**src/snfr_pkg.sv**
```systemverilog
// ----------------------------------------------------------------------------
// snfr_pkg
// Shared types, constants and a helper function of the serial-number frame
// receiver.
// ----------------------------------------------------------------------------
package snfr_pkg;

    localparam int MAX_FRAME    = 40;
    localparam int SERIAL_BYTES = 15;

    localparam int CNT_W  = 6;
    localparam int SER_AW = (SERIAL_BYTES > 1) ? $clog2(SERIAL_BYTES) : 1;
    localparam int IDX_W  = (SER_AW > 3) ? SER_AW : 3;

    localparam logic [7:0]  HDR0          = 8'hFA;
    localparam logic [7:0]  HDR1          = 8'hCE;
    localparam logic [15:0] SN_CMD        = 16'h2001;
    localparam logic [7:0]  REPLY_LEN_FLD = 8'h04;
    localparam logic [7:0]  LEN_MIN       = 8'd3;
    localparam logic [7:0]  LEN_MAX       = 8'(MAX_FRAME - 3);
    localparam logic [7:0]  LEN_GOOD      = 8'(SERIAL_BYTES + 3);
    localparam logic [CNT_W-1:0] POS_CMD_HI = CNT_W'(3);
    localparam logic [CNT_W-1:0] POS_CMD_LO = CNT_W'(4);
    localparam logic [CNT_W-1:0] POS_SER0   = CNT_W'(5);
    localparam logic [CNT_W-1:0] POS_SUM    = CNT_W'(SERIAL_BYTES + 5);
    localparam logic [2:0]  REPLY_LAST    = 3'd6;

    localparam logic [7:0] RES_OK       = 8'h00;
    localparam logic [7:0] RES_LENGTH   = 8'h01;
    localparam logic [7:0] RES_PARAM    = 8'h02;
    localparam logic [7:0] RES_CHECKSUM = 8'h03;
    localparam logic [7:0] RES_WRITE    = 8'h04;

    localparam logic KIND_REPLY  = 1'b0;
    localparam logic KIND_SERIAL = 1'b1;
    localparam logic FUNC_BYTE   = 1'b0;
    localparam logic FUNC_REPORT = 1'b1;

    typedef enum logic [3:0] {
        S_IDLE   = 4'b0001,
        S_REPLY  = 4'b0010,
        S_SER_RD = 4'b0100,
        S_SER_WR = 4'b1000
    } t_state;

    // One byte of the reply frame FA CE 04 cmd_hi cmd_lo result sum.
    function automatic logic [7:0] reply_byte(input logic [2:0] idx,
                                              input logic [15:0] cmd,
                                              input logic [7:0] res);
        logic [7:0] sum;
        logic [7:0] b;
        begin
            sum = HDR0 + HDR1 + REPLY_LEN_FLD + cmd[15:8] + cmd[7:0] + res;
            case (idx)
                3'd0:    b = HDR0;
                3'd1:    b = HDR1;
                3'd2:    b = REPLY_LEN_FLD;
                3'd3:    b = cmd[15:8];
                3'd4:    b = cmd[7:0];
                3'd5:    b = res;
                default: b = sum;
            endcase
            return b;
        end
    endfunction

endpackage

```
**src/serial_number_frame_receiver_top.sv**
```systemverilog
// ----------------------------------------------------------------------------
// serial_number_frame_receiver_top
// Frame receiver for serial-number programming: header hunt, frame checks,
// serial byte buffer and reply generation.
// ----------------------------------------------------------------------------
// Received bytes enter one word per cycle while the block is idle. Each byte
// of a frame (FA CE L, then L more bytes) is handled in the cycle it is
// taken; the serial bytes are written into a small synchronous buffer memory
// as they arrive. When the last byte of a frame fails a check, or when a
// storage outcome word arrives while one is awaited, the block sends a
// 7-word reply, one word per cycle unless the output stalls, and takes no
// input meanwhile. A good frame instead sends its 15 serial bytes to
// storage; each byte is first read from the buffer memory in S_SER_RD and
// then loaded into the output register in S_SER_WR, and the input is held
// off for the whole run. Input is taken only while idle and the buffer read
// result is used only during a serial run, so a buffer write never meets a
// buffer read whose result is used. Input may resume while the last word of
// a run still waits on a stalled output; every output word carries the
// success flag that held when it was loaded. A stalled output only lengthens
// emission. The buffer needs no clearing after reset: every entry is written
// by a frame before a good frame reads it.
module serial_number_frame_receiver_top
    import snfr_pkg::*;
(
    input  logic        i_clk,
    input  logic        i_rst_n,

    input  logic        i_s_tvalid,
    output logic        o_s_tready,
    input  logic [15:0] i_s_tdata,   // [7:0] rx_byte, [8] store_ok, [15:9] zero
    input  logic        i_s_tuser,   // [0] func

    output logic        o_m_tvalid,
    input  logic        i_m_tready,
    output logic [15:0] o_m_tdata,   // [7:0] data, [8] serial_ok, [15:9] zero
    output logic        o_m_tlast,
    output logic        o_m_tuser    // [0] kind
);

    // Frame and control state.
    t_state           r_state,      n_state;
    logic [CNT_W-1:0] r_byte_count, n_byte_count;
    logic [CNT_W-1:0] r_frame_total, n_frame_total;
    logic [7:0]       r_length,     n_length;
    logic [15:0]      r_cmd,        n_cmd;
    logic [7:0]       r_sum,        n_sum;
    logic             r_await,      n_await;
    logic             r_ok_flag,    n_ok_flag;
    logic [7:0]       r_result,     n_result;
    logic [IDX_W-1:0] r_idx,        n_idx;

    // Output register.
    logic             r_m_tvalid,   n_m_tvalid;
    logic [7:0]       r_m_data,     n_m_data;
    logic             r_m_last,     n_m_last;
    logic             r_m_kind,     n_m_kind;
    logic             r_m_ok,       n_m_ok;

    // Serial byte buffer.
    logic [7:0]        r_mem [SERIAL_BYTES];
    logic [7:0]        r_mem_q;
    logic              w_wr_en;
    logic [SER_AW-1:0] w_wr_addr;

    logic             w_accept;
    logic             w_func;
    logic [7:0]       w_byte;
    logic             w_store_ok;
    logic             w_slot_free;
    logic [CNT_W-1:0] w_pos_next;

    assign o_s_tready  = (r_state == S_IDLE);
    assign w_accept    = i_s_tvalid && o_s_tready;
    assign w_func      = i_s_tuser;
    assign w_byte      = i_s_tdata[7:0];
    assign w_store_ok  = i_s_tdata[8];
    assign w_slot_free = !r_m_tvalid || i_m_tready;
    assign w_pos_next  = r_byte_count + CNT_W'(1);
    assign w_wr_addr   = SER_AW'(r_byte_count - POS_SER0);

    always_comb begin
        n_state       = r_state;
        n_byte_count  = r_byte_count;
        n_frame_total = r_frame_total;
        n_length      = r_length;
        n_cmd         = r_cmd;
        n_sum         = r_sum;
        n_await       = r_await;
        n_ok_flag     = r_ok_flag;
        n_result      = r_result;
        n_idx         = r_idx;
        n_m_tvalid    = r_m_tvalid && !i_m_tready;
        n_m_data      = r_m_data;
        n_m_last      = r_m_last;
        n_m_kind      = r_m_kind;
        n_m_ok        = r_m_ok;
        w_wr_en       = 1'b0;

        unique case (r_state)
            S_IDLE: begin
                if (w_accept && w_func == FUNC_REPORT) begin
                    // A storage outcome counts only while one is awaited.
                    if (r_await) begin
                        n_await   = 1'b0;
                        n_ok_flag = w_store_ok;
                        n_cmd     = SN_CMD;
                        n_result  = w_store_ok ? RES_OK : RES_WRITE;
                        n_idx     = '0;
                        n_state   = S_REPLY;
                    end
                end else if (w_accept) begin
                    if (r_byte_count == '0) begin
                        if (w_byte == HDR0) begin
                            n_sum        = w_byte;
                            n_byte_count = CNT_W'(1);
                        end
                    end else if (r_byte_count == CNT_W'(1)) begin
                        // A wrong second header byte is not retried as FA.
                        if (w_byte == HDR1) begin
                            n_sum        = r_sum + w_byte;
                            n_byte_count = CNT_W'(2);
                        end else begin
                            n_byte_count  = '0;
                            n_frame_total = '0;
                        end
                    end else if (r_byte_count == CNT_W'(2)) begin
                        n_length = w_byte;
                        if (w_byte < LEN_MIN || w_byte > LEN_MAX) begin
                            n_byte_count  = '0;
                            n_frame_total = '0;
                        end else begin
                            n_frame_total = CNT_W'(w_byte + 8'd3);
                            n_sum         = r_sum + w_byte;
                            n_byte_count  = CNT_W'(3);
                        end
                    end else begin
                        if (r_byte_count == POS_CMD_HI) begin
                            n_cmd = {w_byte, 8'h00};
                        end else if (r_byte_count == POS_CMD_LO) begin
                            n_cmd = {r_cmd[15:8], w_byte};
                        end else if (r_byte_count < POS_SUM) begin
                            w_wr_en = 1'b1;
                        end

                        if (w_pos_next != r_frame_total) begin
                            n_byte_count = w_pos_next;
                            if (r_byte_count < POS_SUM) begin
                                n_sum = r_sum + w_byte;
                            end
                        end else begin
                            // Last byte: checks in order command, length,
                            // checksum. The command is complete by now.
                            n_byte_count  = '0;
                            n_frame_total = '0;
                            n_idx         = '0;
                            if (r_cmd != SN_CMD) begin
                                n_result = RES_PARAM;
                                n_state  = S_REPLY;
                            end else if (r_length != LEN_GOOD) begin
                                n_result = RES_LENGTH;
                                n_state  = S_REPLY;
                            end else if (r_sum != w_byte) begin
                                n_result = RES_CHECKSUM;
                                n_state  = S_REPLY;
                            end else begin
                                n_await = 1'b1;
                                n_state = S_SER_RD;
                            end
                        end
                    end
                end
            end
            S_REPLY: begin
                if (w_slot_free) begin
                    n_m_tvalid = 1'b1;
                    n_m_kind   = KIND_REPLY;
                    n_m_data   = reply_byte(r_idx[2:0], r_cmd, r_result);
                    n_m_last   = (r_idx[2:0] == REPLY_LAST);
                    n_m_ok     = r_ok_flag;
                    if (r_idx[2:0] == REPLY_LAST) begin
                        n_state = S_IDLE;
                    end else begin
                        n_idx = r_idx + IDX_W'(1);
                    end
                end
            end
            S_SER_RD: begin
                // The buffer read of entry r_idx completes at this edge.
                n_state = S_SER_WR;
            end
            S_SER_WR: begin
                if (w_slot_free) begin
                    n_m_tvalid = 1'b1;
                    n_m_kind   = KIND_SERIAL;
                    n_m_data   = r_mem_q;
                    n_m_last   = (r_idx == IDX_W'(SERIAL_BYTES - 1));
                    n_m_ok     = r_ok_flag;
                    if (r_idx == IDX_W'(SERIAL_BYTES - 1)) begin
                        n_state = S_IDLE;
                    end else begin
                        n_idx   = r_idx + IDX_W'(1);
                        n_state = S_SER_RD;
                    end
                end
            end
            default: begin
                n_state = S_IDLE;
            end
        endcase
    end

    always_ff @(posedge i_clk) begin
        if (!i_rst_n) begin
            r_state       <= S_IDLE;
            r_byte_count  <= '0;
            r_frame_total <= '0;
            r_length      <= '0;
            r_cmd         <= '0;
            r_sum         <= '0;
            r_await       <= 1'b0;
            r_ok_flag     <= 1'b0;
            r_idx         <= '0;
            r_m_tvalid    <= 1'b0;
        end else begin
            r_state       <= n_state;
            r_byte_count  <= n_byte_count;
            r_frame_total <= n_frame_total;
            r_length      <= n_length;
            r_cmd         <= n_cmd;
            r_sum         <= n_sum;
            r_await       <= n_await;
            r_ok_flag     <= n_ok_flag;
            r_idx         <= n_idx;
            r_m_tvalid    <= n_m_tvalid;
        end
    end

    always_ff @(posedge i_clk) begin
        r_result <= n_result;
        r_m_data <= n_m_data;
        r_m_last <= n_m_last;
        r_m_kind <= n_m_kind;
        r_m_ok   <= n_m_ok;
    end

    // Serial byte buffer: one write port, one registered read port.
    always_ff @(posedge i_clk) begin
        if (w_wr_en) begin
            r_mem[w_wr_addr] <= w_byte;
        end
        r_mem_q <= r_mem[r_idx[SER_AW-1:0]];
    end

    assign o_m_tvalid = r_m_tvalid;
    assign o_m_tdata  = {7'b0, r_m_ok, r_m_data};
    assign o_m_tlast  = r_m_last;
    assign o_m_tuser  = r_m_kind;

`ifndef ASSERT_OFF
    // Every serial byte but the last leaves during the run of a good frame,
    // which arms the outcome wait.
    a_serial_needs_await: assert property (@(posedge i_clk) disable iff (!i_rst_n)
        (o_m_tvalid && o_m_tuser == KIND_SERIAL && !o_m_tlast) |-> r_await)
        else $error("serial byte emitted without an armed outcome wait");

    // Inside a frame body the count stays below the frame total.
    a_count_in_frame: assert property (@(posedge i_clk) disable iff (!i_rst_n)
        (r_byte_count >= CNT_W'(3)) |-> (r_byte_count < r_frame_total))
        else $error("byte count ran past the frame total");

    // The success flag changes only after an accepted outcome word.
    a_flag_by_outcome: assert property (@(posedge i_clk) disable iff (!i_rst_n)
        !$stable(r_ok_flag) |-> $past(w_accept && w_func == FUNC_REPORT))
        else $error("serial_ok changed without an outcome word");
`endif

endmodule
```
**config.mk**
```make
export PLATFORM = sky130hd
export DESIGN_NAME = serial_number_frame_receiver_top
export DESIGN_NICKNAME = d
export VERILOG_FILES = /design/src/snfr_pkg.sv /design/src/serial_number_frame_receiver_top.sv
export SDC_FILE = /design/constraint.sdc
export NUM_CORES = 1
export LEC_CHECK = 0
export BUFFER_PORTS_ARGS = -buffer_cell sky130_fd_sc_hd__clkbuf_2
export CORE_ASPECT_RATIO = 0.5
export CORE_MARGIN = 5
export CORE_UTILIZATION = 40
export DETAILED_ROUTE_END_ITERATION = 7
export SLEW_MARGIN = 15
export SYNTH_ARGS = -nofsm -noshare
export SYNTH_HDL_FRONTEND = slang
export SYNTH_SLANG_ARGS = --single-unit
```
**constraint.sdc**
```tcl
create_clock -name i_clk -period 4.9 [get_ports i_clk]
set_clock_uncertainty 0.15 [all_clocks]
set_input_delay 0.98 -clock i_clk [delete_from_list [all_inputs] [get_ports i_clk]]
set_output_delay 0.98 -clock i_clk [all_outputs]
set_load 0.05 [all_outputs]
```
After elaboration in Yosys (flattened, before gate mapping)
Memory sizes are Yosys's and may differ from the RTL's. A register that Yosys moved wholly into a read port is not among the register bits. Cells that the tools add are included.

Word-level logic and storage cells: 205. Bits in registers: 74. ROM bits: 0. Bits in latches: 0. Memory bits (writable): 120. Memories kept: 1.

Bitwise logic cells: 3. $lt $le $gt $ge: 3. Reduce and logical (&&, ||, !) cells: 31. Add/sub/neg operators: 8. Multipliers: 0. Shift operators: 0. Multiplexer cells: 98. Eq/ne operators: 45. Divide/modulo/power cells: 0.

Memories: r_mem (words 15, bits a word 8, read ports 1, clocked after memory_dff 1, wr ports 1, RTL line serial_number_frame_receiver_top.sv:60) `logic [7:0] r_mem [SERIAL_BYTES];`.

Operator list (number): $mux 8 (21); $mux 16 (7); $mux 4 (21); $mux 6 (10); $pmux 8 s6 (1); $ne 2x2->1 const B (14); $mux 1 (26); $add 8x8->8 (3); $ne 3x3->1 const B (6); $reduce_and 9->1 (2); $eq 8x8->1 const B (2); $ne 16x14->1 const B (1); $pmux 4 s4 (1); $pmux 8 s2 (1); $reduce_and 8->1 (2); $mux 3 (5); $reduce_and 7->1 (2); $eq 6x2->1 const B (2); $pmux 4 s3 (1); $reduce_and 6->1 (2); $reduce_bool 4->1 (3); $reduce_and 11->1 (1); $eq 3x3->1 const B (3); $add 8x8->8 const A (1); other kinds (36) (50).

Logic depth before layout (Yosys ltp)
Gate-level depths: netlist of the first run.

Depth after elaboration: 12. Mapped depth: 13.

Worst setup path after synthesis of the first run
No wires, ideal clock.

Path type: input -> register. From: in i_s_tvalid. To: mem r_mem[11][0], enable pin. Buffers on the path: 2. Slack: 1.533 ns. Setup time: 0.383 ns. Data required time: 4.367 ns. Cell stages on the path: 8. Data arrival time: 2.833 ns. Cells stage by stage: clkbuf_2 -> inv_1 -> a2111oi_2 -> buf_2 -> nand2_1 -> nor3_1 -> nand2_1 -> nor3_1.

Longest elaborated chain between the ends: 6. Elaborated cells on any way between the ends: 7. Those cells by class: mux (5); reduce/logical (2).

RTL lines: start: declaration (RTL line serial_number_frame_receiver_top.sv:28) `input logic i_s_tvalid,`; $logic_and 1x1->1 (*) (RTL line serial_number_frame_receiver_top.sv:73) `assign w_accept = i_s_tvalid && o_s_tready;`; $mux 1 or $logic_and 1x1->1 (tied branches) (RTL line serial_number_frame_receiver_top.sv:111, serial_number_frame_receiver_top.sv:101); $mux 1 (*) (RTL line serial_number_frame_receiver_top.sv:101) `if (w_accept && w_func == FUNC_REPORT) begin`; $mux 1 (*) (RTL line serial_number_frame_receiver_top.sv:99) `unique case (r_state)`; $mux 1 (*) (RTL line serial_number_frame_receiver_top.sv:248) `if (w_wr_en) begin`; $mux 1 (implied by the code) (*) (RTL line serial_number_frame_receiver_top.sv:249) `r_mem[w_wr_addr] <= w_byte;`; end: declaration (RTL line serial_number_frame_receiver_top.sv:60).

Mark *: on every way between the ends. The rest lies on a longest branch, timed or not.

Worst setup path in the final report of the first run
From: reg r_state[0]. To: mem r_mem[8][5], enable pin.

Longest elaborated chain between the ends: 7. Elaborated cells on any way between the ends: 8. Those cells by class: eq/ne (1); mux (5); reduce/logical (2).

RTL lines: start: declaration (RTL line serial_number_frame_receiver_top.sv:41) `t_state r_state, n_state;`; start signal: assignment (RTL line serial_number_frame_receiver_top.sv:225) `r_state <= n_state;`; $eq 4x1->1 (*) (RTL line serial_number_frame_receiver_top.sv:72, serial_number_frame_receiver_top.sv:99); $logic_and 1x1->1 (RTL line serial_number_frame_receiver_top.sv:73); $mux 1 or $logic_and 1x1->1 (tied branches) (RTL line serial_number_frame_receiver_top.sv:111, serial_number_frame_receiver_top.sv:101); $mux 1 (RTL line serial_number_frame_receiver_top.sv:101); $mux 1 (*) (RTL line serial_number_frame_receiver_top.sv:99); $mux 1 (*) (RTL line serial_number_frame_receiver_top.sv:248); $mux 1 (implied by the code) (*) (RTL line serial_number_frame_receiver_top.sv:249).

Marks and branches as above.

==> Flow_metrics.wiki, run 1 <==
{| class="wikitable"
! Metric !! Value
|-
| CTS tree || built
|-
| Post-Route Utilization || 0.450
|-
| Die extent in x || 231 um
|-
| Mean Syn Cell Area || about 12 um2
|-
| Detailed placement HPWL || about 16,000 um
|-
| Hold Slack || 315 ps
|-
| Number of buffers inserted during clock tree synthesis || 17
|-
| Most common library cell in the layout ignoring fill and taps || sky130_fd_sc_hd__edfxtp_1
|-
| I/O pins || 41
|-
| Total standard cell area after synthesis || 9760 um2
|-
| Final net count || 910
|-
| Fraction of power consumed by the clock network || 0.433
|-
| Critical R2R Capture || r_mem[8][5]$_DFFE_PP_
|-
| Nature of the critical path endpoint || flop
|-
| Cell area after layout || 10,800 um2
|-
| Share of synthesized registers carrying an async set or reset || 0
|-
| Cell Int Power || 2.50 mW
|-
| Standard-cell rows || 40
|-
| Type of element launching the critical path || flop
|-
| Total Die Area || ~28,000 um2
|-
| Number of enable flip-flop cells after synthesis || 134
|-
| Number of input and output port buffers inserted || 26
|-
| Vias || 6,705
|-
| Cell area after placement || just over 10,000 um2
|-
| Avg Vias per Cell || between 5 and 6
|-
| Share of cells above drive strength 1 || 0.156
|-
| Worst Hold End || r_m_ok$_DFFE_PP_
|-
| Die boundary height || 120 um
|-
| Clock Root Buffer || sky130_fd_sc_hd__clkbuf_16
|-
| Net switching component of the power || 821 uW
|-
| Actual transition at the worst max-transition pin || roughly 1100 ps
|-
| Classification of the worst setup path || reg -> reg
|-
| Total of endpoints with negative setup slack in the final report || 0
|-
| Number of warning messages in the yosys log || 0
|-
| Number of max-slew violations in the final report || 0
|-
| Count of maximum capacitance violations || 0
|-
| Post-route fraction of the period consumed by the critical path || 0.714
|-
| Hold path start || r_ok_flag$_SDFFE_PN0P_
|-
| Proportion of total power due to net switching || 0.247
|-
| Via count of the first global-routing pass || 6,225
|-
| Overflow after GRT || 0
|-
| Unrepaired setup endpoints after global routing || false
|-
| Pin count of the biggest net entering global routing || 46
|-
| CTS clock-pin slew for the worst setup and hold paths || roughly 80 ps
|-
| Postcts setup bufs || 0
|-
| Type of the most critical hold path || reg -> reg
|-
| Register-to-register setup slack || 1400 ps
|-
| Post-Route Setup TNS || 0 ps
|-
| Worst R2R Start || r_state[0]$_SDFFE_PN1P_
|-
| Largest driver fanout on the critical path || 11
|-
| Final critical-path required period || 3500 ps
|-
| Number of clock sinks || slightly below 200
|-
| Detailed-route wire length || 23,100 um
|-
| Number of buffers on the longest clock path || 2
|-
| DRC viols || 0
|-
| Hold Fails Final Rpt || 0
|-
| First-pass GRT wire length || ~36,000 um
|-
| Core box area || 24,000 um2
|-
| Total design power || 3.32 mW
|-
| Portion of total power attributed to sequential cells || 0.533
|-
| Count of hold buffers inserted by post-cts repair || 0
|-
| Post_cts resized || 0
|-
| Deepest level of the CTS H-tree || 4
|-
| Proportion of synthesized chip area in sequential cells || 0.542
|-
| Signal arrival time at the worst endpoint || 3490 ps
|-
| Synthesis-to-layout area growth || 10.7%
|-
| Number of synthesized register bits || 197
|-
| Distinct cell type count after synthesis || 77
|-
| Power share of the combinational group || 0.034
|-
| Mean routed wirelength per cell || 19.6 um
|-
| GP Congestion || 0.872
|-
| Worst slew margin || 0.298
|-
| GRT Resource Usage Total || 0.167
|-
| Hold Crit Depth || 0
|-
| Highest attainable clock frequency || between 200 and 300 MHz
|-
| Starting Density || 0.406
|-
| Data required time of the worst path || about 5000 ps
|-
| Top_reg_cell synth || sky130_fd_sc_hd__edfxtp_1
|-
| Reg2reg path depth || 8
|-
| First-pass iteration count of the detailed router || 5
|-
| Static leakage || 3.69 nW
|-
| Clock latency reported for the late side of the worst-skew pair || ~430 ps
|-
| Run status || finished, final reports clean
|-
| Number of diodes || 0
|-
| PD cells || slightly above 300 nW/um2
|-
| Cells after synthesis || 822
|-
| Top library cells by usage in the layout, fill and taps aside || 134 x sky130_fd_sc_hd__edfxtp_1, 62 x sky130_fd_sc_hd__nand2_1, 62 x sky130_fd_sc_hd__dfxtp_1
|-
| Antenna violations before repair || 0
|-
| ANT nets after route || 0
|-
| 1st-iter DRT viols || 716
|-
| Max rail drop VDD || 0.285 mV
|}
-- sequential cells by signal, summed over array words and instances (netlist names) --
register and cells:
r_mem 120, o_m_tvalid 1, r_idx 4, o_m_tlast 1
r_length 8, r_mem_q 8, r_frame_total 6, r_sum 8
r_state 4, r_result 3, r_await 1, o_m_tuser 1
r_cmd 16, r_m_data 8, r_m_ok 1, r_byte_count 6
r_ok_flag 1
-- routing by layer --
metal	up-vias	wire (um)	share of wire	track usage
li1	3111	-	-	-
met1	3362	11100	0.48	0.247
met2	209	10300	0.45	0.251
met3	23	1370	0.060	0.0371
met4	0	320	0.014	0.0401
met5	-	0	0	0
-- final cells by class --
class                      instances  area [um2]
inverter                          41         154
clock buffer                      17         425
clock inverter                    15         186
sequential                       197        5290
fill                            2137       13200
timing repair buffer              53         333
tap                              315         394
multi-input combinational        537        4020
-- power groups by stage --
stage / registers (mW) / logic (mW) / clock network (mW)
global route: 1.77 / 0.123 / 1.54
floorplan: 1.81 / 0.0722 / 0
finish: 1.77 / 0.112 / 1.44
detailed placement: 1.81 / 0.112 / 0
CTS: 1.77 / 0.112 / 1.47
global placement: 1.81 / 0.109 / 0
-- kinds of logic (layout without fill, tap and decap cells) --
kind of cell,Yosys count,after routing,share of synthesized area
AOI/OAI and AO/OA,171,171,0.114
adders and majority gates,42,42,0.0577
and+or+nand+nor,245,245,0.125
other,1,7,0.000384
xor gates and xnor gates,21,21,0.0189
muxes,51,51,0.0934
DFF,197,197,0.542
buffers and inverters,94,126,0.0490
-- stage by stage --
step | setup slack (ps) | std cells
2_1_floorplan | 1530 | 828
3_3_place_gp | 1230 | 1143
3_5_place_dp | 1130 | 1143
4_1_cts | 1490 | 1175
5_1_grt | 1040 | 1175
6_report | 1400 | 1175
-- synthesized netlist by cell type (all sizes together) (4+ instances only) --
master   number  area share
a2111oi       6      0.0080
a211oi        8      0.0062
a21o          5      0.0046
a21oi        56       0.029
a311oi        5      0.0045
a31oi         7      0.0045
and2          6      0.0041
and3          6      0.0040
buf          16       0.012
clkbuf       36       0.020
dfxtp        63        0.13
edfxtp      134        0.41
fa            5       0.010
ha           37       0.047
inv          39       0.015
mux2i        19       0.019
mux4         32       0.074
nand2        62       0.024
nand2b        9      0.0058
nand3        37       0.019
nand3b        5      0.0038
nand4         4      0.0026
nor2         62       0.025
nor2b         7      0.0045
nor3         11      0.0056
nor4         13      0.0083
o2111ai       6      0.0054
o21a          5      0.0038
o21ai        44       0.023
o31ai         4      0.0031
or3           4      0.0032
or4           5      0.0038
xnor2        16       0.014
xor2          5      0.0045
-- worst max-delay path: stages, from the launching register on --
cell	delay, ps
sky130_fd_sc_hd__dfxtp_1	520
sky130_fd_sc_hd__or4b_4	560
sky130_fd_sc_hd__a2111oi_2	340
sky130_fd_sc_hd__buf_4	240
sky130_fd_sc_hd__nand2_1	130
sky130_fd_sc_hd__nor3_1	540
sky130_fd_sc_hd__nand2_1	270
sky130_fd_sc_hd__nor2_1	210
sky130_fd_sc_hd__buf_4	230
-- worst max path at each step --
stage,from,end,slack [ps],depth (start not counted)
floorplan,i_s_tvalid,r_mem[11][0]$_DFFE_PP_,1530,8
global placement,i_s_tdata[3],r_sum[7]$_SDFFE_PN0P_,1230,8
detailed placement,i_s_tdata[3],r_sum[7]$_SDFFE_PN0P_,1130,8
CTS,r_state[0]$_SDFFE_PN1P_,r_mem[8][5]$_DFFE_PP_,1490,8
global route,r_byte_count[0]$_SDFFE_PN0P_,r_cmd[0]$_SDFFE_PN0P_,1040,7
finish,r_state[0]$_SDFFE_PN1P_,r_mem[8][5]$_DFFE_PP_,1400,8
Power figures use the tool's default switching activity.
==> run 2: changes to the inputs <==
Clock period 4.9 ns to 3.2 ns, I/O delays scaled along.
==> run 2 against run 1 <==
Net effect: power rose by 52%; design area rose by 2.5%; setup slack worse by 1400 ps.
==> Flow_metrics.wiki, run 2 (synthesis results as in run 1) <==
{| class="wikitable"
! Metric !! Value
|-
| 1st-iter DRT viols || 641 (-10%)
|-
| PD cells || 456 nW/um2 (+48%)
|-
| Detailed placement HPWL || 16,800 um (+6.6%)
|-
| Share of cells above drive strength 1 || 0.192 (+0.0362)
|-
| Register ranked first by flip-flop count || r_mem
|-
| Number of diodes || 0 (unchanged)
|-
| Number of input and output port buffers inserted || 26 (unchanged)
|-
| Overflow after GRT || 0 (unchanged)
|-
| Clock Root Buffer || sky130_fd_sc_hd__clkbuf_16
|-
| Cell area after placement || 10,500 um2 (+2.7%)
|-
| ANT nets after route || 0 (unchanged)
|-
| Largest driver fanout on the critical path || 2 (-9)
|-
| Deepest level of the CTS H-tree || 4 (unchanged)
|-
| Type of element launching the critical path || flop
|-
| Postcts setup bufs || 0 (unchanged)
|-
| Core box area || 24,000 um2 (unchanged)
|-
| Count of hold buffers inserted by post-cts repair || 0 (unchanged)
|-
| Vias || 6,737 (+0.48%)
|-
| Count of maximum capacitance violations || 0 (unchanged)
|-
| DRC viols || 0 (unchanged)
|-
| Top library cells by usage in the layout, fill and taps aside || 134 x sky130_fd_sc_hd__edfxtp_1, 63 x sky130_fd_sc_hd__buf_4, 62 x sky130_fd_sc_hd__nand2_1, 62 x sky130_fd_sc_hd__dfxtp_1, 61 x sky130_fd_sc_hd__nor2_1
|-
| Type of the most critical hold path || reg -> reg
|-
| Classification of the worst setup path || reg -> reg
|-
| Cell area after layout || 11,100 um2 (+2.5%)
|-
| Final critical-path required period || 3160 ps (-337 ps)
|-
| Detailed-route wire length || 24,000 um (+4.2%)
|-
| Largest registers || r_mem (120), r_cmd (16)
|-
| Via count of the first global-routing pass || 6,497 (+4.4%)
|-
| Static leakage || 3.87 nW (+4.9%)
|-
| Number of clock sinks || 197 (unchanged)
|-
| Post-route fraction of the period consumed by the critical path || 0.988 (+0.274)
|-
| Actual transition at the worst max-transition pin || 1080 ps (+30.8 ps)
|-
| Number of buffers on the longest clock path || 2 (unchanged)
|-
| Final net count || 946 (+4.0%)
|-
| CP max stage delay || 490 ps (-70 ps)
|-
| Nature of the critical path endpoint || flop
|-
| Post-Route Setup TNS || 0 ps (unchanged)
|-
| Worst R2R Start || r_result[1]$_SDFFCE_PP0P_
|-
| Origin of the worst setup path || r_result[1]$_SDFFCE_PP0P_
|-
| GP Congestion || 0.884 (+1.5%)
|-
| Worst slew margin || 0.278 (-0.0205)
|-
| Cells traversed along the worst timing path || fa_1, fa_1, ha_1, inv_1, fa_1, inv_1, a21o_1, a21oi_1, xnor2_1, a221oi_2, a21oi_1
|-
| Max rail drop VDD || 0.329 mV (+15%)
|-
| Avg Vias per Cell || 5.56 (-2.5%)
|-
| Hold Slack || 311 ps (-4.01 ps)
|-
| Clock latency reported for the late side of the worst-skew pair || 430 ps (about the same)
|-
| Synthesis-to-layout area growth || 13.4%
|-
| Number of flip-flops under the largest register name || 120 (unchanged)
|-
| Standard-cell rows || 40 (unchanged)
|-
| Starting Density || 0.406 (unchanged)
|-
| Run status || finished, final reports clean
|-
| I/O pins || 41 (unchanged)
|-
| Total Die Area || 27,800 um2 (unchanged)
|-
| GRT Resource Usage Total || 0.175 (+0.00815)
|-
| Hold Fails Final Rpt || 0 (unchanged)
|-
| Signal arrival time at the worst endpoint || 3200 ps (-290 ps)
|-
| Total design power || 5.05 mW (+52%)
|-
| Critical Path Most Common Cell || sky130_fd_sc_hd__fa_1
|-
| Highest attainable clock frequency || 316 MHz (+11%)
|-
| Mean routed wirelength per cell || 19.8 um (+1.1%)
|-
| Number of buffers inserted during clock tree synthesis || 17 (unchanged)
|-
| Total of fill cells in the finished design || 2,177 (+1.9%)
|-
| First-pass iteration count of the detailed router || 4 (-1)
|-
| CTS tree || built
|-
| First-pass GRT wire length || 37,400 um (+4.5%)
|-
| Hold path start || r_length[1]$_SDFFE_PN0P_
|-
| Number of max-slew violations in the final report || 0 (unchanged)
|-
| CTS clock-pin slew for the worst setup and hold paths || 80 ps (about the same)
|-
| Unrepaired setup endpoints after global routing || true
|-
| Antenna violations before repair || 0 (unchanged)
|-
| Data required time of the worst path || 3230 ps (-1660 ps)
|-
| CP max-delay cell || sky130_fd_sc_hd__fa_1
|-
| Die extent in x || 231 um (unchanged)
|-
| Most common library cell in the layout ignoring fill and taps || sky130_fd_sc_hd__edfxtp_1
|-
| Pin count of the biggest net entering global routing || 41 (-11%)
|-
| Die boundary height || 120 um (unchanged)
|-
| Total of endpoints with negative setup slack in the final report || 0 (unchanged)
|}
run 2: per-layer routing:
layer  part of all wire  global-route usage  up-vias  routed length [um]
li1                   -                   -     3184                   -
met5                  0                   0        -                   0
met2               0.45               0.272      156               10800
met3              0.053              0.0394       23                1270
met4             0.0095              0.0330        0                 229
met1               0.49               0.254     3374               11700
run 2: critical path, delay by kind of cell (launching register included):
family / cells / cell delay [ps]
fa+ha+maj: 4 / 1470
compound gates: 4 / 580
flops: 1 / 440
buf+inv: 2 / 140
xor+xnor: 1 / 140
run 2: final cells by class:
class / instances / area [um2] / share of cell area
multi-input cells: 537 / 4040 / 0.365
clock inverters: 14 / 161 / 0.0146
clock buffers: 18 / 429 / 0.0388
inverters: 41 / 154 / 0.0139
flip-flops and latches: 197 / 5290 / 0.478
repair buffers: 89 / 603 / 0.0545
well taps: 315 / 394 / 0.0356
run 2: path summary, 6_finish.rpt:
check | slack (ps) | depth (start not counted) | endpoint
setup / recovery | 40 | 11 | r_m_data[6]$_DFFE_PP_
hold / removal | 310 | 2 | r_length[1]$_SDFFE_PN0P_
setup reg to reg | 40 | 11 | r_m_data[6]$_DFFE_PP_
hold reg to reg | 310 | 2 | r_length[1]$_SDFFE_PN0P_
run 2: per-stage QoR:
step / setup slack (ps) / util / cells
after CTS: 36.0 / 0.461 / 1211
after global routing: -31.4 / 0.461 / 1211
final: 37.5 / 0.461 / 1211
after global placement: -6.87 / 0.436 / 1179
after detailed placement: -39.9 / 0.436 / 1179
after floorplan: 69.4 / - / 828
run 2: repair_timing:
item / 4_1_cts / 5_1_grt
endpoints found under the setup margin: 2 / 3
resized for setup: 2 / 1
pin swaps: 0 / 2
run 2: report_power, final:
| group | total (mW) | switching, mW | leakage, nW | internal (mW) |
|---|---|---|---|---|
| combinational | 0.184 | 0.133 | 1.85 | 0.0508 |
| clock | 2.15 | 1.04 | 0.287 | 1.11 |
| sequential | 2.71 | 0.00296 | 1.73 | 2.71 |
| total | 5.05 | 1.17 | 3.87 | 3.88 |
==> run 3: changes to the inputs <==
Settings changed: CORE_MARGIN 5 to 2.
==> run 3 against run 2 <==
Net effect: via count grew 1.8%; register-to-register slack improved by 90 ps; sequential share of layout area fell by 0.43 points; die area decreased by 7.5%; final cell count up 0.58%; utilization is 0.52 points higher; non-clock buffer count grew 7; critical path depth decreased by 2; sequential power about the same.
==> Flow_metrics.wiki, run 3 (synthesis results as in run 1) <==
{| class="wikitable"
! Metric !! Value
|-
| Number of buffers inserted during clock tree synthesis || 17 (unchanged)
|-
| Total Die Area || 25,700 um2 (-7.5%)
|-
| Share of cells above drive strength 1 || 0.197 (+0.00516)
|-
| Dpl cells || 1,185 (+0.51%)
|-
| PD cells || 463 nW/um2 (+1.6%)
|-
| Standard-cell rows || 40 (unchanged)
|-
| CTS tree || built
|-
| Starting Density || 0.407 (+0.000848)
|-
| Number of input and output port buffers inserted || 26 (unchanged)
|-
| Count of maximum capacitance violations || 0 (unchanged)
|-
| Die boundary height || 114 um (-5.0%)
|-
| Largest driver fanout on the critical path || 2 (unchanged)
|-
| Pin count of the biggest net entering global routing || 41 (unchanged)
|-
| Die extent in x || 225 um (-2.6%)
|-
| CTS clock-pin slew for the worst setup and hold paths || 70 ps (about the same)
|-
| Data required time of the worst path || 3250 ps (+20 ps)
|-
| Max rail drop VDD || 0.403 mV (+23%)
|-
| DRC viols || 0 (unchanged)
|-
| Top library cells by usage in the layout, fill and taps aside || 134 x sky130_fd_sc_hd__edfxtp_1, 69 x sky130_fd_sc_hd__buf_4, 62 x sky130_fd_sc_hd__nand2_1, 62 x sky130_fd_sc_hd__dfxtp_1, 61 x sky130_fd_sc_hd__nor2_1
|-
| Antenna violations before repair || 0 (unchanged)
|-
| Final net count || 953 (+0.74%)
|-
| Via count of the first global-routing pass || 6,610 (+1.7%)
|-
| GRT Resource Usage Total || 0.198 (+0.0231)
|-
| Count of hold buffers inserted by post-cts repair || 0 (unchanged)
|-
| First-pass GRT wire length || 38,000 um (+1.6%)
|-
| ANT nets after route || 0 (unchanged)
|-
| Total of endpoints with negative setup slack in the final report || 0 (unchanged)
|-
| Post-Route Utilization || 0.466 (+0.00519)
|-
| Total design power || 5.18 mW (+2.5%)
|-
| Deepest level of the CTS H-tree || 4 (unchanged)
|-
| Mean routed wirelength per cell || 19.9 um (+0.50%)
|-
| Post-route fraction of the period consumed by the critical path || 0.959 (-0.0295)
|-
| Final critical-path required period || 3070 ps (-94.5 ps)
|-
| Run status || finished, final reports clean
|-
| Post-Layout Cell Count || 1,218 (+0.58%)
|-
| I/O pins || 41 (unchanged)
|-
| Unrepaired setup endpoints after global routing || false
|-
| Clock Root Buffer || sky130_fd_sc_hd__clkbuf_16
|-
| Core box area || 24,000 um2 (-0.21%)
|-
| Number of buffers on the longest clock path || 2 (unchanged)
|-
| Classification of the worst setup path || reg -> reg
|-
| Register-to-register setup slack || 130 ps (+90 ps)
|-
| Avg Vias per Cell || 5.63 (+1.2%)
|-
| Number of flip-flops under the largest register name || 120 (unchanged)
|-
| Highest attainable clock frequency || 326 MHz (+3.1%)
|-
| Largest registers || r_mem (120), r_cmd (16)
|-
| Vias || 6,855 (+1.8%)
|-
| Register ranked first by flip-flop count || r_mem
|-
| Type of element launching the critical path || flop
|-
| Worst slew margin || 0.285 (+0.00729)
|-
| Detailed placement HPWL || 16,900 um (+0.62%)
|-
| 1st-iter DRT viols || 690 (+7.6%)
|-
| Post-Route Setup TNS || 0 ps (unchanged)
|-
| Number of diodes || 0 (unchanged)
|-
| GP Congestion || 0.868 (-1.9%)
|-
| Type of the most critical hold path || reg -> reg
|-
| Hold Fails Final Rpt || 0 (unchanged)
|-
| Most common library cell in the layout ignoring fill and taps || sky130_fd_sc_hd__edfxtp_1
|-
| Number of max-slew violations in the final report || 0 (unchanged)
|-
| Overflow after GRT || 0 (unchanged)
|-
| Clock latency reported for the late side of the worst-skew pair || 440 ps (about the same)
|-
| Actual transition at the worst max-transition pin || 1070 ps (-10.9 ps)
|-
| Nature of the critical path endpoint || flop
|-
| First-pass iteration count of the detailed router || 5 (+1)
|-
| Static leakage || 3.92 nW (+1.3%)
|-
| Number of clock sinks || 197 (unchanged)
|-
| Detailed-route wire length || 24,300 um (+1.1%)
|-
| Synthesis-to-layout area growth || 14.5%
|-
| Signal arrival time at the worst endpoint || 3120 ps (-80 ps)
|}
==> run 3: cell count changes in the layout (fill, tap and decap cells not counted), sizes merged <==
cell,before,now
buf,63,70
bufinv,1,3
clkbuf,44,48
clkinv,7,3
inv,46,44
==> run 3: layout make-up <==
cell class / count / area (um2)
fill: 2146 / 12800
sequential: 197 / 5290
multi-input combinational: 537 / 4040
timing repair buffer: 96 / 668
clock buffer: 22 / 464
tap: 315 / 394
clock inverter: 10 / 160
inverter: 41 / 154
==> run 3: worst paths after layout <==
kind,startpoint,to,cells after the start
worst min register to register,r_ok_flag$_SDFFE_PN0P_,r_m_ok$_DFFE_PP_,0
worst min-delay path,r_ok_flag$_SDFFE_PN0P_,r_m_ok$_DFFE_PP_,0
worst max-delay path,r_result[1]$_SDFFCE_PP0P_,r_m_data[3]$_DFFE_PP_,9
worst max register to register,r_result[1]$_SDFFCE_PP0P_,r_m_data[3]$_DFFE_PP_,9
==> run 3: power breakdown <==
part | internal, mW | switching [mW]
Clock | 1.30 | 0.982
Sequential | 2.71 | 0.00291
Combinational | 0.0532 | 0.131
Total | 4.06 | 1.12
==> run 3: through the flow <==
stage	hold slack, ps	setup WS (ps)	cell area (um2)
after detailed placement	299	-20.0	10500
after global placement	293	12.3	10500
after global routing	326	24.3	11200
after CTS	307	46.8	11200
final	313	132	11200
after floorplan	258	69.4	9790
==> run 3: timing repair <==
item	in CTS	in global routing
setup endpoints to repair	2	3
resized for setup	2	2
pin swaps	0	1
setup buffers	0	1
==> run 3: worst max-delay path, cell delays in order (launching register included) <==
cell	delay, ps
sky130_fd_sc_hd__edfxtp_1	410
sky130_fd_sc_hd__fa_2	370
sky130_fd_sc_hd__fa_1	490
sky130_fd_sc_hd__ha_1	170
sky130_fd_sc_hd__inv_1	60
sky130_fd_sc_hd__fa_1	480
sky130_fd_sc_hd__nor2_1	50
sky130_fd_sc_hd__a2111oi_1	420
sky130_fd_sc_hd__buf_4	190
sky130_fd_sc_hd__nor2_1	40
==> run 3: metal layers <==
metal  part of all wire  vias up  track usage  wire length, um
li1                   -     3199            -                -
met4             0.0089        0       0.0539              216
met5                  0        -            0                0
met1               0.48     3455        0.285            11700
met3              0.057       15       0.0349             1390
met2               0.45      186        0.309            11000
